## src/rtl/scx_pkg.sv

```systemverilog
`default_nettype none

package scx_pkg;

  // Build-time defaults for the top-level parameters
  localparam int MAX_LINE_WIDTH_DEF  = 1024;
  localparam int PALETTE_ENTRIES_DEF = 256;

  // Field widths
  localparam int IDX_W   = 8;
  localparam int COLOR_W = 32;
  localparam int COL_W   = 10;
  localparam int ROW_W   = 12;
  localparam int FW_W    = 11;
  localparam int FH_W    = 13;

  // Configuration port
  localparam int CFG_IDX_W  = 1;
  localparam int CFG_DATA_W = 13;
  localparam logic [CFG_IDX_W-1:0] CFG_FRAME_WIDTH  = 1'b0;
  localparam logic [CFG_IDX_W-1:0] CFG_FRAME_HEIGHT = 1'b1;

  localparam logic [FW_W-1:0] FRAME_WIDTH_RST  = 11'd1024;
  localparam logic [FH_W-1:0] FRAME_HEIGHT_RST = 13'd768;
  localparam int ROW_LIMIT = 4096;

  // Input item kinds
  localparam logic OP_PIXEL   = 1'b0;
  localparam logic OP_PALETTE = 1'b1;

  // Stream widths
  localparam int IN_DATA_W  = 48;
  localparam int OUT_DATA_W = 152;

  localparam int QUEUE_DEPTH = 4;

  // One request between front and back: a palette write or a 2x2 block
  typedef struct packed {
    logic               is_wr;
    logic [IDX_W-1:0]   slot;
    logic [COLOR_W-1:0] color;
    logic [COL_W-1:0]   col;
    logic [ROW_W-1:0]   row;
    logic [IDX_W-1:0]   idx_tl;
    logic [IDX_W-1:0]   idx_tr;
    logic [IDX_W-1:0]   idx_bl;
    logic [IDX_W-1:0]   idx_br;
    logic               last;
    logic               done;
  } scx_job_t;

endpackage

`default_nettype wire

```

## src/rtl/scx_job_queue.sv

```systemverilog
`default_nettype none

module scx_job_queue (
  input  logic              clk,
  input  logic              rst_n,
  input  logic              push,
  input  scx_pkg::scx_job_t push_job,
  output logic              full,
  input  logic              pop,
  output logic              head_valid,
  output scx_pkg::scx_job_t head_job
);

  localparam int PW = $clog2(scx_pkg::QUEUE_DEPTH);

  scx_pkg::scx_job_t slots_r [scx_pkg::QUEUE_DEPTH];
  logic [PW-1:0] wr_ptr_r;
  logic [PW-1:0] rd_ptr_r;
  logic [PW:0]   count_r;

  assign full       = (count_r == (PW+1)'(scx_pkg::QUEUE_DEPTH));
  assign head_valid = (count_r != '0);
  assign head_job   = slots_r[rd_ptr_r];

  always_ff @(posedge clk) begin
    if (push) begin
      slots_r[wr_ptr_r] <= push_job;
    end
  end

  always_ff @(posedge clk) begin
    if (!rst_n) begin
      wr_ptr_r <= '0;
      rd_ptr_r <= '0;
      count_r  <= '0;
    end else begin
      if (push) begin
        wr_ptr_r <= wr_ptr_r + 1'b1;
      end
      if (pop) begin
        rd_ptr_r <= rd_ptr_r + 1'b1;
      end
      case ({push, pop})
        2'b10:   count_r <= count_r + 1'b1;
        2'b01:   count_r <= count_r - 1'b1;
        default: count_r <= count_r;
      endcase
    end
  end

endmodule

`default_nettype wire

```

## config.mk

```make
export PLATFORM = sky130hd
export DESIGN_NAME = scx_job_queue
export DESIGN_NICKNAME = d
export VERILOG_FILES = /design/src/rtl/scx_pkg.sv /design/src/rtl/scx_job_queue.sv
export SDC_FILE = /design/constraint.sdc
export NUM_CORES = 1
export LEC_CHECK = 0
export BUFFER_PORTS_ARGS = -buffer_cell sky130_fd_sc_hd__buf_2
export CAP_MARGIN = 20
export CELL_PAD_IN_SITES_DETAIL_PLACEMENT = 0
export CELL_PAD_IN_SITES_GLOBAL_PLACEMENT = 1
export CORE_AREA = 2 2 167 169
export DETAILED_ROUTE_END_ITERATION = 8
export DIE_AREA = 0 0 169 171
export GPL_TIMING_DRIVEN = 0
export PLACE_DENSITY = 0.95
export SYNTH_ARGS = -nofsm -noshare
export SYNTH_HDL_FRONTEND = slang
export SYNTH_SLANG_ARGS = --single-unit
```

## constraint.sdc

```tcl
create_clock -name clk -period 10.37 [get_ports clk]
set_clock_uncertainty 0.1 [all_clocks]
set_input_delay 2.074 -clock clk [delete_from_list [all_inputs] [get_ports clk]]
set_output_delay 2.074 -clock clk [all_outputs]
set_load 0.01 [all_outputs]
```

# Word-level counts from Yosys, hierarchy flattened
# Memories as Yosys holds them, arrays and structs flattened. A register that Yosys moved wholly into a read port is not among the register bits.
# Index checks and enable logic that the tools add are counted.
[op_classes]
n_addsub = 4
n_eq_ne = 3
n_mux = 5
n_reduce_logical = 2
[op_table]
columns = ["op", "count"]
rows = [
  ["case mux 3 bit (2 select lines)", 1],
  ["adder 2 x 1 -> 2 bit, second input constant", 2],
  ["two-way mux 2 bit", 2],
  ["adder 3 x 1 -> 3 bit, second input constant", 1],
  ["equality test 3 bit, second input constant", 1],
  ["nonzero test 3 bit", 1],
  ["subtractor 3 x 1 -> 3 bit, second input constant", 1],
  ["equality test 2 x 1 -> 1 bit, second input constant", 1],
  ["equality test 2 bit, second input constant", 1],
  ["two-way mux 1 bit", 2],
  ["nonzero test 2 bit", 1],
]
[totals]
ff_bits = 7
ramBits = 388
out_inout_bits = 99
n_memories = 1
[memory_table]
columns = ["name", "words", "word_bits", "read_ports", "rd_clocked_by_memory_dff", "write_ports", "line", "source"]
rows = [
  ["slots_r", 4, 97, 1, 1, 1, "scx_job_queue.sv:16", "scx_pkg::scx_job_t slots_r [scx_pkg::QUEUE_DEPTH];"],
]

# Longest topological paths before layout
# Gate-level depths: netlist (run 1).
[logic_depth]
ltp_word = 3
depth_mapped = 7
ltp_nobuf = 7

# Worst setup path after synthesis (run 1)
# Ideal clock, no wire load.
[synth_timing]
kind = "input to register"
from = "in push"
to = "mem slots_r[0][0] in the netlist's numbering, enable pin"
setup_time_ps = 466
arrival_ps = 4316
required_ps = 9804
setup_slack_ps = 5488
path_stages = 1
path_buffers = 0
path_cell_list = "and2_1"
[synth_between]
elab_chain_cells = 2
[synth_rtl]
columns = ["item", "line", "source"]
rows = [
  ["from (decl)", "scx_job_queue.sv:6", "input logic push,"],
  ["two-way mux 1 bit", "scx_job_queue.sv:26", "if (push) begin"],
  ["two-way mux 1 bit (implied by the code)", "scx_job_queue.sv:27", "slots_r[wr_ptr_r] <= push_job;"],
  ["to (decl)", "scx_job_queue.sv:16", ""],
]
# Every way passes these cells.

==> summary.md, run 1 <==
| Metric | Value |
|---|---|
| Total power | 3630 uW |
| Initial antenna violation count | 2 |
| Register area | 0.0118 mm2 |
| Initial Util | 52.9% |
| Start point of the worst min-delay path | count_r[2]$_SDFFE_PN0P_ |
| Worst-margin pin slew | 0.802 ns |
| Crit path required time | 8.20 ns |
| Die W | 169 um |
| Post-synthesis sequential area ratio | 81.9% |
| Critical-path top delay cell | mux4_2 |
| Top cell type's share of synthesized area | 80.7% |
| Yosys top cell by area | edfxtp_1 |
| Gpl congestion | 0.676 |
| Maximum root-to-sink buffer count | 3 |
| Hold path endpoint | count_r[2]$_SDFFE_PN0P_ |
| Unique masters post-synth | 21 |
| Multi-input logic area | 0.00244 mm2 |
| Syn_area_per_cell | 26.1 um2 |
| Hold-fix buffers, CTS | 0 |
| Ports | 200 |
| Critical Path Sink Type | primary output |
| DR vias/cell | 5.53 |
| Final core utilization | 63.4% |
| Async SR Flop Fraction | 0% |
| Dpl hpwl | 15900 um |
| Vias in the first global route | 6902 |
| Total CTS buffers | 39 |
| Fillers | 1815 |
| DRC Markers | 0 |
| Reg2reg start | wr_ptr_r[0]$_SDFFE_PN0P_ |
| Fin crit period | 4.38 ns |
| Synth Instances | 553 |
| Clock sink count | 397 |
| Rows | 61 |
| Design area | 0.0173 mm2 |
| Final setup violation count | 0 |
| Crit path DAT | 2.21 ns |
| I/O Buffers | 199 |
| Final hold vios | 0 |
| First-pass GRT wire length | 38900 um |
| Status | completed |
| Setup TNS | 0 ns |
| Worst path bufs/invs | 4 |
| Area after DPL | 0.0160 mm2 |
| Seq cells post-synth | 397 |
| 1st-pass router iterations | 7 |
| Crit Path Category | flop to primary output |
| Post-CTS Resized | 0 |
| Antenna viol nets, final | 0 |
| Dpl cells | 1103 |
| GR Overflow Total | 0 |
| CP startpoint kind | flop |
| Post-CTS Repair Setup Buffers | 0 |
| Tcrit/Tclk final | 42.3% |
| Proportion of layout cells with a drive suffix above 1 | 45.6% |
| CP max stage delay | 0.36 ns |
| All-Layer GR Usage | 17.9% |
| Top-count cell post-synth | edfxtp_1 |
| Crit-path cells | buf_2 -> buf_2 -> buf_2 -> mux4_2 -> buf_2 |
| Max VDD drop | 0.177 mV |
| R2R setup slack | 8.27 ns |
| Main flop type after synthesis | edfxtp_1 |
| Power per cell area | 209 mW/mm2 |
| Final #Nets | 905 |
| Leak pwr | 0.00588 uW |
| Core Area | 0.0273 mm2 |
| CTS root buffer | clkbuf_16 |
| Unrepaired setup endpoints after global routing | false |
| Worst-path clk slew | 0.06 ns |
| Maxcap violations | 0 |
| Largest net degree at the start of global routing | 54 |
| Hold WC Path Type | flop to flop |
| Hold depth | 2 |
| Initial drt markers | 401 |
| CTS tree | done |
| Kind of cell adding the most delay to the critical path | buffers and inverters |
| Syn Std Cell Area | 0.0144 mm2 |
| Crit-path max FO | 10 |
| Synth-to-Final Area Change | 20.0% |
| Routed length per instance | 22.2 um |
| Die Ht | 171 um |
| Top cells by count, synth | edfxtp_1 (388), mux4_2 (97), buf_2 (11), and2_1 (10), dfxtp_1 (9) |
| Final wirelength | 26000 um |
| Non-Filler Instances | 1174 |
| EDFF count, synth | 388 |
| Main area contributors after synthesis | edfxtp_1 (81%), mux4_2 (15%), dfxtp_1 (1.2%) |
| Die Footprint | 0.0289 mm2 |
| CTS H-tree lvls | 2 |
| R2r endpoint | slots_r[0][66]$_DFFE_PP_ |
| Fin. max-slew vios | 0 |
| Routed vias | 6487 |
| Clock latency on the worst-skew pair | 0.51 ns |
| Yosys Warn Count | 0 |
| Worst slew margin | 46.6% |
| Fmax | 228 MHz |
| Most used cell, CP | buf_2 |
| R2R depth | 4 |
| Post-Syn Nets | 660 |
## layout by cell type, fill, tap and decap left out, types with 3 or more instances in the layout
cell type / n
buf_16: 3
buf_12: 3
bufinv_16: 6
buf_2: 210
mux4_2: 97
and2_1: 6
dfxtp_1: 9
xor2_1: 3
clkinv_1: 8
inv_1: 6
and2_4: 4
edfxtp_1: 388
clkbuf_1: 11
buf_8: 3
ha_1: 5
clkbuf_16: 41
clkinv_2: 4
## kinds of logic after synthesis
family                     count (synthesis)  synth area share, %
xor gates and xnor gates                   5                0.303
muxes                                     98                 15.2
buffers and inverters                     28                 1.22
adders and majority gates                  6                0.572
DFF                                      397                 81.9
AOI/OAI and AO/OA                          3                0.121
and+or+nand+nor                           16                0.659
## worst max path at each step
stage	cells past startpoint	endpoint	slack [ns]
2_1_floorplan	1	slots_r[0][0]$_DFFE_PP_	5.49
3_3_place_gp	2	slots_r[1][66]$_DFFE_PP_	3.65
3_5_place_dp	5	head_job[70]	6.47
4_1_cts	5	head_job[70]	5.91
5_1_grt	4	head_job[34]	5.87
6_report	5	head_job[70]	5.99
## tightest hold or removal path, delay by kind of cell, from the launching register on
family         cells  cell delay, ns
AO/OA/AOI/OAI      2            0.14
flip-flops         1            0.32
## through the flow
step / hold slack, ns / setup slack [ns]
6_report: 0.414 / 5.99
5_1_grt: 0.491 / 5.87
4_1_cts: 0.413 / 5.91
3_5_place_dp: 0.399 / 6.47
3_3_place_gp: 0.384 / 3.65
2_1_floorplan: 0.368 / 5.49
## layer usage
| metal | vias up | share of wire (%) | GRT usage, % |
|---|---|---|---|
| li1 | 2866 | - | - |
| met1 | 3374 | 39 | 22.4 |
| met2 | 205 | 52 | 31.2 |
| met3 | 40 | 7.2 | 5.39 |
| met4 | 2 | 1.8 | 4.42 |
| met5 | - | 0.050 | 0 |
## report_power, final
group / leakage, uW / switching, uW / total, uW / internal (uW)
logic: 0.00160 / 183 / 342 / 159
clock network: 0.000637 / 556 / 1430 / 870
registers: 0.00364 / 18.1 / 1860 / 1840
## cell type report
cell class,instances,area share (%)
diodes,2,0.0289
plain buffers,22,0.888
clock buffers,46,6.03
clock inverters,23,1.57
inverters,6,0.130
multi-input cells,128,14.1
flip-flops and latches,397,68.3
well taps,346,2.50
repair buffers,204,6.46
## registers in the layout, summed over array words and instances, names as in the netlist, named ones only
name,count
wr_ptr_r,2
rd_ptr_r,2
slots_r,388
count_r,3
No activity file was read; power rests on OpenSTA's default activity.
==> inputs of run 2 (changes only) <==
--- a/config.mk
+++ b/config.mk
@@ -9,11 +9,11 @@
 export CAP_MARGIN = 20
 export CELL_PAD_IN_SITES_DETAIL_PLACEMENT = 0
 export CELL_PAD_IN_SITES_GLOBAL_PLACEMENT = 1
-export CORE_AREA = 2 2 167 169
+export CORE_AREA = 2 2 173 175
 export DETAILED_ROUTE_END_ITERATION = 8
-export DIE_AREA = 0 0 169 171
+export DIE_AREA = 0 0 175 177
 export GPL_TIMING_DRIVEN = 0
-export PLACE_DENSITY = 0.95
+export PLACE_DENSITY = 0.9
 export SYNTH_ARGS = -nofsm -noshare
 export SYNTH_HDL_FRONTEND = slang
 export SYNTH_SLANG_ARGS = --single-unit
==> constraint.sdc (replaced) <==
create_clock -name clk -period 4.45 [get_ports clk]
set_clock_uncertainty 0.1 [all_clocks]
set_input_delay 0.89 -clock clk [delete_from_list [all_inputs] [get_ports clk]]
set_output_delay 0.89 -clock clk [all_outputs]
set_load 0.01 [all_outputs]
==> run 2 against run 1 <==
  * Register-to-register slack worse by 5.9 ns
  * Core utilization is 3.9 points lower
  * Combinational power up 130%
  * Total power increased by 130%
  * Clock power grew 130%
  * Critical path type unchanged
  * Largest power group unchanged
==> summary.md, run 2 (synthesis gave the netlist of run 1 again) <==
| Metric | Value |
|---|---|
| P_sw | 1780 uW (+140%) |
| Rows | 63 (+3.3%) |
| Setup TNS | 0 ns (unchanged) |
| Largest register FFs | 388 (unchanged) |
| Post-CTS Resized | 0 (unchanged) |
| Initial Util | 49.4% (-3.5 points) |
| Clock sink count | 397 (unchanged) |
| I/O Buffers | 199 (unchanged) |
| Crit-path max FO | 10 (unchanged) |
| First-pass GRT wire length | 39600 um (+2.0%) |
| 1st-pass router iterations | 4 (-3) |
| R2r endpoint | slots_r[2][62]$_DFFE_PP_ |
| DR vias/cell | 5.31 (-4.0%) |
| Final hold vios | 0 (unchanged) |
| Largest net degree at the start of global routing | 54 (unchanged) |
| Most frequent cells in the layout | edfxtp_1 (388), buf_2 (210), mux4_2 (97), clkbuf_16 (43), clkbuf_1 (19) |
| All-Layer GR Usage | 17.0% (-0.97 points) |
| Ports | 200 (unchanged) |
| Reg2reg start | wr_ptr_r[0]$_SDFFE_PN0P_ |
| Initial drt markers | 383 (-4.5%) |
| Most common cell after layout, fill and taps aside | edfxtp_1 |
| Final core utilization | 59.5% (-3.9 points) |
| Worst-path clk slew | 0.06 ns (about the same) |
| Routed length per instance | 21.3 um (-3.8%) |
| GR Overflow Total | 0 (unchanged) |
| Vias in the first global route | 6994 (+1.3%) |
| Fillers | 2063 (+14%) |
| Reg power frac | 51.1% (-0.2 points) |
| Comb power frac | 9.4% (about the same) |
| Worst-margin pin slew | 0.814 ns (+0.0128 ns) |
| Gpl congestion | 0.714 (+5.6%) |
| Maxcap violations | 0 (unchanged) |
| Fmax | 305 MHz |
| Dpl hpwl | 16200 um (+1.7%) |
| Hold WC Path Type | flop to flop |
| Internal Pwr Total | 6690 uW (+130%) |
| R2R setup slack | 2.37 ns (-5.90 ns) |
| Fin crit period | 3.28 ns |
| Leak pwr | 0.00589 uW (+0.22%) |
| CP startpoint kind | flop |
| Core Area | 0.0292 mm2 (+7.0%) |
| CTS root buffer | clkbuf_16 |
| Antenna viol nets, final | 0 (unchanged) |
| Hold depth | 2 (unchanged) |
| Status | completed |
| Crit path required time | 3.46 ns (-4.74 ns) |
| Die Ht | 177 um (+3.5%) |
| Post-CTS Repair Setup Buffers | 0 (unchanged) |
| Non-Filler Instances | 1225 (+4.3%) |
| Max VDD drop | 0.369 mV (+110%) |
| Dpl cells | 1147 (+4.0%) |
| Hold path endpoint | count_r[2]$_SDFFE_PN0P_ |
| Top flop regs | slots_r x388, count_r x3 |
| DRC Markers | 0 (unchanged) |
| Final setup violation count | 0 (unchanged) |
| Register name with the most flops | slots_r |
| Crit Path Category | flop to primary output |
| Switching fraction of total power | 21.0% (+0.17 points) |
| R2R depth | 4 (unchanged) |
| Proportion of layout cells with a drive suffix above 1 | 45.3% (-0.33 points) |
| Total power | 8470 uW (+130%) |
| Critical Path Sink Type | primary output |
| Routed vias | 6500 (+0.20%) |
| CTS tree | done |
| Clock power frac | 39.4% (about the same) |
| Crit path DAT | 2.29 ns (+0.08 ns) |
| Final wirelength | 26100 um (+0.40%) |
| Die W | 175 um (+3.6%) |
| Total CTS buffers | 41 (+5.1%) |
| Maximum root-to-sink buffer count | 3 (unchanged) |
| Die Footprint | 0.0310 mm2 (+7.2%) |
| CTS H-tree lvls | 2 (unchanged) |
| Hold-fix buffers, CTS | 0 (unchanged) |
| Fin. max-slew vios | 0 (unchanged) |
| Worst slew margin | 45.7% (-0.86 points) |
| Initial antenna violation count | 4 (+2) |
| Unrepaired setup endpoints after global routing | false |
| Power per cell area | 487 mW/mm2 (+130%) |
| Tcrit/Tclk final | 73.6% |
| Synth-to-Final Area Change | 20.5% |
| Clock latency on the worst-skew pair | 0.52 ns (about the same) |
| Worst hold slack | 0.420 ns (+0.00628 ns) |
| Final #Nets | 907 (+0.22%) |
| Start point of the worst min-delay path | count_r[2]$_SDFFE_PN0P_ |
## run 2: changes by cell type in the layout (fill, tap and decap cells not counted), sizes merged
cell	previous run	this run
clkinv	14	12
bufinv	6	4
clkinvlp	2	1
clkbuf	52	63
diode	2	3
## run 2: worst max-delay path by stage
stage                                           to  slack, ns  cells after the start
after global routing                  head_job[76]       1.05                      5
after CTS                             head_job[73]       1.10                      5
after global placement    slots_r[1][69]$_DFFE_PP_      -1.21                      2
after floorplan            slots_r[0][0]$_DFFE_PP_       0.75                      1
final                                 head_job[73]       1.17                      5
after detailed placement              head_job[73]       1.66                      5
## run 2: area by class of cell
type                    count  area [um2]  share of cell area (%)
multi-input cells         128        2440                    14.0
well taps                 390         488                    2.80
flip-flops and latches    397       11800                    68.0
diodes                      3        7.51                  0.0431
plain buffers              22         154                   0.884
inverters                   6        22.5                   0.129
clock inverters            18         196                    1.13
clock buffers              57        1140                    6.54
repair buffers            204        1130                    6.47
## run 2: power by group through the flow
stage,clock (uW),sequential [uW],combinational [uW]
CTS,3410,4340,823
global placement,0,4430,786
finish,3340,4330,800
floorplan,0,4410,472
global route,3550,4350,867
detailed placement,0,4410,820
## run 2: metrics by stage
stage,worst slack [ns],area (um2)
2_1_floorplan,0.752,14400
3_3_place_gp,-1.21,15900
3_5_place_dp,1.66,16100
4_1_cts,1.10,17400
5_1_grt,1.05,17400
6_report,1.17,17400
## run 2: routing by layer
metal | share of wire (%) | global-route usage (%) | vias to the layer above
met5 | 0.050 | 0 | -
met2 | 51 | 28.9 | 193
met3 | 6.3 | 4.32 | 36
li1 | - | - | 2881
met4 | 1.5 | 4.17 | 2
met1 | 41 | 22.2 | 3388
## run 2: worst max-delay path: stages (launching register included)
cell	delay, ns
dfxtp_1	0.30
buf_2	0.26
buf_2	0.33
buf_2	0.34
mux4_2	0.37
buf_2	0.16
